<file path="config.mk">
export PLATFORM = sky130hd
export DESIGN_NAME = clpot_decide
export DESIGN_NICKNAME = d
export VERILOG_FILES = /design/src/hw/rtl/clpot_pkg.sv /design/src/hw/rtl/clpot_decide.sv
export SDC_FILE = /design/constraint.sdc
export NUM_CORES = 1
export LEC_CHECK = 0
export BUFFER_PORTS_ARGS = -buffer_cell sky130_fd_sc_hd__buf_2
export CAP_MARGIN = 0
export CORE_ASPECT_RATIO = 0.8
export CORE_MARGIN = 10
export CORE_UTILIZATION = 40
export DETAILED_ROUTE_END_ITERATION = 8
export PLACE_DENSITY = 0.59
export SYNTH_ARGS = -nofsm -noshare
export SYNTH_HDL_FRONTEND = slang
export SYNTH_SLANG_ARGS = --single-unit
</file>
<file path="constraint.sdc">
create_clock -name vclk -period 12.2
set_clock_uncertainty 0.05 [all_clocks]
set_input_delay 2.44 -clock vclk [all_inputs]
set_output_delay 2.44 -clock vclk [all_outputs]
set_load 0.1 [all_outputs]
</file>
<file path="src/hw/rtl/clpot_pkg.sv">
// Shared types and command codes for the shape-pair overlap test.
// No dependencies; imported by every module of the block.
package clpot_pkg;

	// Pair kinds carried by the command field
	localparam logic [1:0] CMD_SEG  = 2'd0;
	localparam logic [1:0] CMD_BOX  = 2'd1;
	localparam logic [1:0] CMD_CIRC = 2'd2;
	localparam logic [1:0] CMD_MIX  = 2'd3;

	// Strict box comparisons, one bit per bound
	typedef struct packed {
		logic x_lo;   // a min x < b max x
		logic x_hi;   // a max x > b min x
		logic y_lo;   // a min y < b max y
		logic y_hi;   // a max y > b min y
	} box_cmp_t;

endpackage

</file>
<file path="src/hw/rtl/clpot_decide.sv">
// Decision logic: segment ratio checks, circle distance compare, box and.
// Depends on clpot_pkg; purely combinational, fed by the product stage.
module clpot_decide #(
	parameter int COORD_BITS = 16
) (
	input  logic [1:0]                     cmd,
	input  clpot_pkg::box_cmp_t            box,
	input  logic signed [2*COORD_BITS+1:0] m0,
	input  logic signed [2*COORD_BITS+1:0] m1,
	input  logic signed [2*COORD_BITS+1:0] m2,
	input  logic signed [2*COORD_BITS+1:0] m3,
	input  logic signed [2*COORD_BITS+1:0] m4,
	input  logic signed [2*COORD_BITS+1:0] m5,
	output logic                           hit
);
	import clpot_pkg::*;

	localparam int P = 2 * COORD_BITS + 2;   // product width
	localparam int W = P + 1;                // difference of products

	logic signed [W-1:0] den, nt, ns;
	logic signed [W-1:0] e0, e1, e2;
	logic [W-1:0] den_abs, nt_abs, ns_abs;
	logic nt_ok, ns_ok, seg_hit, box_hit, circ_hit;

	assign e0 = $signed({m0[P-1], m0});
	assign e1 = $signed({m1[P-1], m1});
	assign e2 = $signed({m2[P-1], m2});

	// Cross products: den = dby*dax - dbx*day, numerators likewise
	assign den = e0 - e1;
	assign nt  = e2 - $signed({m3[P-1], m3});
	assign ns  = $signed({m4[P-1], m4}) - $signed({m5[P-1], m5});

	assign den_abs = den[W-1] ? W'(-den) : W'(den);
	assign nt_abs  = nt[W-1]  ? W'(-nt)  : W'(nt);
	assign ns_abs  = ns[W-1]  ? W'(-ns)  : W'(ns);

	// Parameter in [0,1]: same sign as den (or zero) and no larger in magnitude
	assign nt_ok = !((nt != '0) && (nt[W-1] != den[W-1])) && (nt_abs <= den_abs);
	assign ns_ok = !((ns != '0) && (ns[W-1] != den[W-1])) && (ns_abs <= den_abs);

	// Parallel pairs and the both-numerators-zero case never hit
	assign seg_hit = (den != '0) && nt_ok && ns_ok && !((nt == '0) && (ns == '0));

	assign box_hit = box.x_lo && box.x_hi && box.y_lo && box.y_hi;

	// Squared distance against squared radius sum
	assign circ_hit = ((e0 + e1) < e2);

	always_comb begin
		unique case (cmd)
			CMD_SEG:  hit = seg_hit;
			CMD_BOX:  hit = box_hit;
			CMD_CIRC: hit = circ_hit;
			CMD_MIX:  hit = 1'b0;
			default:  hit = 1'b0;
		endcase
	end

endmodule

</file>
==> impl_results.md <==
* DR WL/cell at 17.2 µm
* Core Region at 32300 µm²
* Post-cts gate resize count at 0
* Num sequential at 0
* Yosys warns at 0
* Worst Setup SP: m1[10]
* Power Internal at 500 µW
* Gr usage total at 0.197
* Share of power burned in the clock network at 0
* Initial Util at 0.403
* Largest net degree at the start of global routing at 24
* Vias in the first global route at 13500
* Synth top area share at 0.228
* Synth cell count leaders: ha_1 (237), inv_1 (194), a21oi_1 (174)
* Synth-to-Final Area Change at 10.1%
* Switching power at 690 µW
* Req. time, crit path at 9.71 ns
* Final hold violation count at 0
* DR vias at 14200
* Post-Syn Nets at 2354
* Fraction of layout instances using a drive strength above 1 at 0.127
* Max cap viols at 0
* I/O pin total at 211
* Largest cells by area after synthesis: ha_1 (23%), xnor2_1 (8.3%), a21oi_1 (6.7%)
* Combinational power share at 1.000
* Vias per inst at 5.71
* Final min period at 11.67 ns
* Hold WC Path Type: input pin to primary output
* Fillers at 3429
* Avg Inst Size Synth at 6.85 µm²
* Worst-Margin Slew at 0.944 ns
* Cell Rows at 59
* Top Metal Used: met4
* Final Non-Filler Cells at 2488
* Quantity of I/O buffers inserted on ports at 211
* Distinct cell type count after synthesis at 92
* Fin. max-slew vios at 0
* DRT met1 WL at 21200 µm
* Slew headroom at 0.371
* Detailed placer's ending HPWL at 37700 µm
* Dominant cell by count in the synthesized netlist: ha_1
* Final net count at 2513
* First-pass GRT wire length at 68600 µm
* Crit path launch type: input pin
* VDD IR max at 0.0334 mV
* Routed wire length at 42800 µm
* Initial antenna violation count at 2
* Gpl congestion at 0.915
* Reg area at 0 µm²
* RSZ-0062 raised after global routing: false
* Post-Syn Instances at 1903
* Yosys top cell by area: ha_1
* Crit path capture type: primary output
* Met2 wire len at 18700 µm
* Sequential share of power at 0
* Leakage dissipation at 0.00696 µW
* Pwr/cell area at 83.0 nW/µm²
* Die height at 181 µm
* # clk buffers at 0
* Drc violations at 0
* Max FO, Critical Path at 11
* Crit Path Class: input pin to primary output
* Period utilization at 0.957
* Critical Path AT at 9.18 ns
* Hold Buf Count CTS at 0
* Die W at 222 µm
* Die footprint at 40200 µm²
* Post-Syn Area at 13000 µm²
* Outcome: finished, final reports clean
* Post-CTS setup buffers at 0
* Met3 wire length at 2590 µm
* Drt first pass iters at 5
* Final setup vio count at 0
* Switching share of total power at 0.580
* Setup TNS at 0 ns
* ANT nets after route at 0
* 1st-iter DRT viols at 1007
* CP endpoint: hit
* Post-synthesis sequential area ratio at 0
* Max Fclk at 0.0857 GHz
* Grt total ovfl at 0
* Placed Cells at 2487
==> cell usage in the layout, fill, tap and decap left out, types with 7 or more instances in the layout <==
cell and count:
a211o_1 8, a211oi_1 19, a21o_1 68, a21oi_1 174, a221oi_1 7, a31oi_1 29
and2_1 22, and3_1 12, and4_1 11, buf_2 211, buf_4 9, ha_1 237
inv_1 194, nand2_1 120, nand2b_1 26, nand3_1 53, nand3b_1 10, nand4_1 31
nor2_1 162, nor2b_1 32, nor3_1 57, nor3b_1 9, nor4_1 9, o211ai_1 15
o21a_1 37, o21ai_0 92, o21ai_1 7, o21bai_1 20, o31a_1 7, o31ai_1 17
or2_2 9, or3_1 16, xnor2_1 123, xor2_1 68
==> through the flow <==
stage          setup slack, ns  power (µW)  hold slack [ns]   util  instance area, µm²
4_1_cts                  0.551        1180             5.68  0.443               14300
6_report                 0.528        1190             5.66  0.444               14300
3_5_place_dp             0.571        1170             5.68  0.443               14300
5_1_grt                 0.0282        1340             5.69  0.443               14300
2_1_floorplan            0.517         890             5.49      -               13000
3_3_place_gp             0.686        1150             5.65  0.443               14300
==> worst min path at each step <==
stage / cells past startpoint / from / end / slack [ns]
after global placement: 5 / cmd[1] / hit / 5.65
final: 5 / cmd[1] / hit / 5.66
after global routing: 5 / cmd[1] / hit / 5.69
after detailed placement: 5 / cmd[1] / hit / 5.68
after CTS: 5 / cmd[1] / hit / 5.68
after floorplan: 4 / cmd[1] / hit / 5.49
==> kinds of logic (layout without fill, tap and decap cells) <==
| logic type | after synthesis | in the layout | synth area share |
|---|---|---|---|
| buffers and inverters | 257 | 414 | 0.0832 |
| other | 0 | 1 | 0 |
| XOR/XNOR | 193 | 193 | 0.132 |
| AO/OA/AOI/OAI | 587 | 587 | 0.300 |
| AND/OR/NAND/NOR | 616 | 616 | 0.244 |
| multiplexers | 5 | 5 | 0.00384 |
| adder cells (fa/ha/maj) | 245 | 245 | 0.237 |
==> power by group through the flow <==
stage | combinational, µW | clock (µW) | sequential [µW]
final | 1190 | 0.0000110 | 0
after global routing | 1340 | 0 | 0
after CTS | 1180 | 0 | 0
after detailed placement | 1170 | 0 | 0
after global placement | 1150 | 0 | 0
after floorplan | 890 | 0 | 0
==> critical path: stages <==
cell	delay (ns)
buf_2	0.09
inv_1	0.04
ha_1	0.50
and3_2	0.29
a221o_1	0.24
o21ai_2	0.12
o21a_1	0.18
o311ai_1	0.63
nand3_1	0.29
a2111oi_4	0.44
nand4b_1	0.19
or2_2	0.34
or3_1	0.39
o21ai_0	0.21
xnor2_1	0.18
ha_1	0.28
a21o_1	0.16
a21o_1	0.16
a21oi_1	0.13
nor2_1	0.05
o21ai_0	0.14
nand2b_1	0.08
maj3_1	0.35
a211o_1	0.31
o211a_1	0.21
a31oi_1	0.25
buf_2	0.49
==> layer usage <==
layer	vias up	global-route usage
li1	7206	-
met1	6579	0.282
met2	410	0.326
met3	16	0.0191
met4	0	0.0128
met5	-	0
==> final cells by class <==
class,instances,area (µm²),share of cell area
timing repair buffer,220,1120,0.0784
multi-input combinational,1646,12000,0.833
inverter,194,728,0.0508
tap,427,534,0.0373
antenna,1,2.50,0.000175
(Power assumes the default switching activity.)
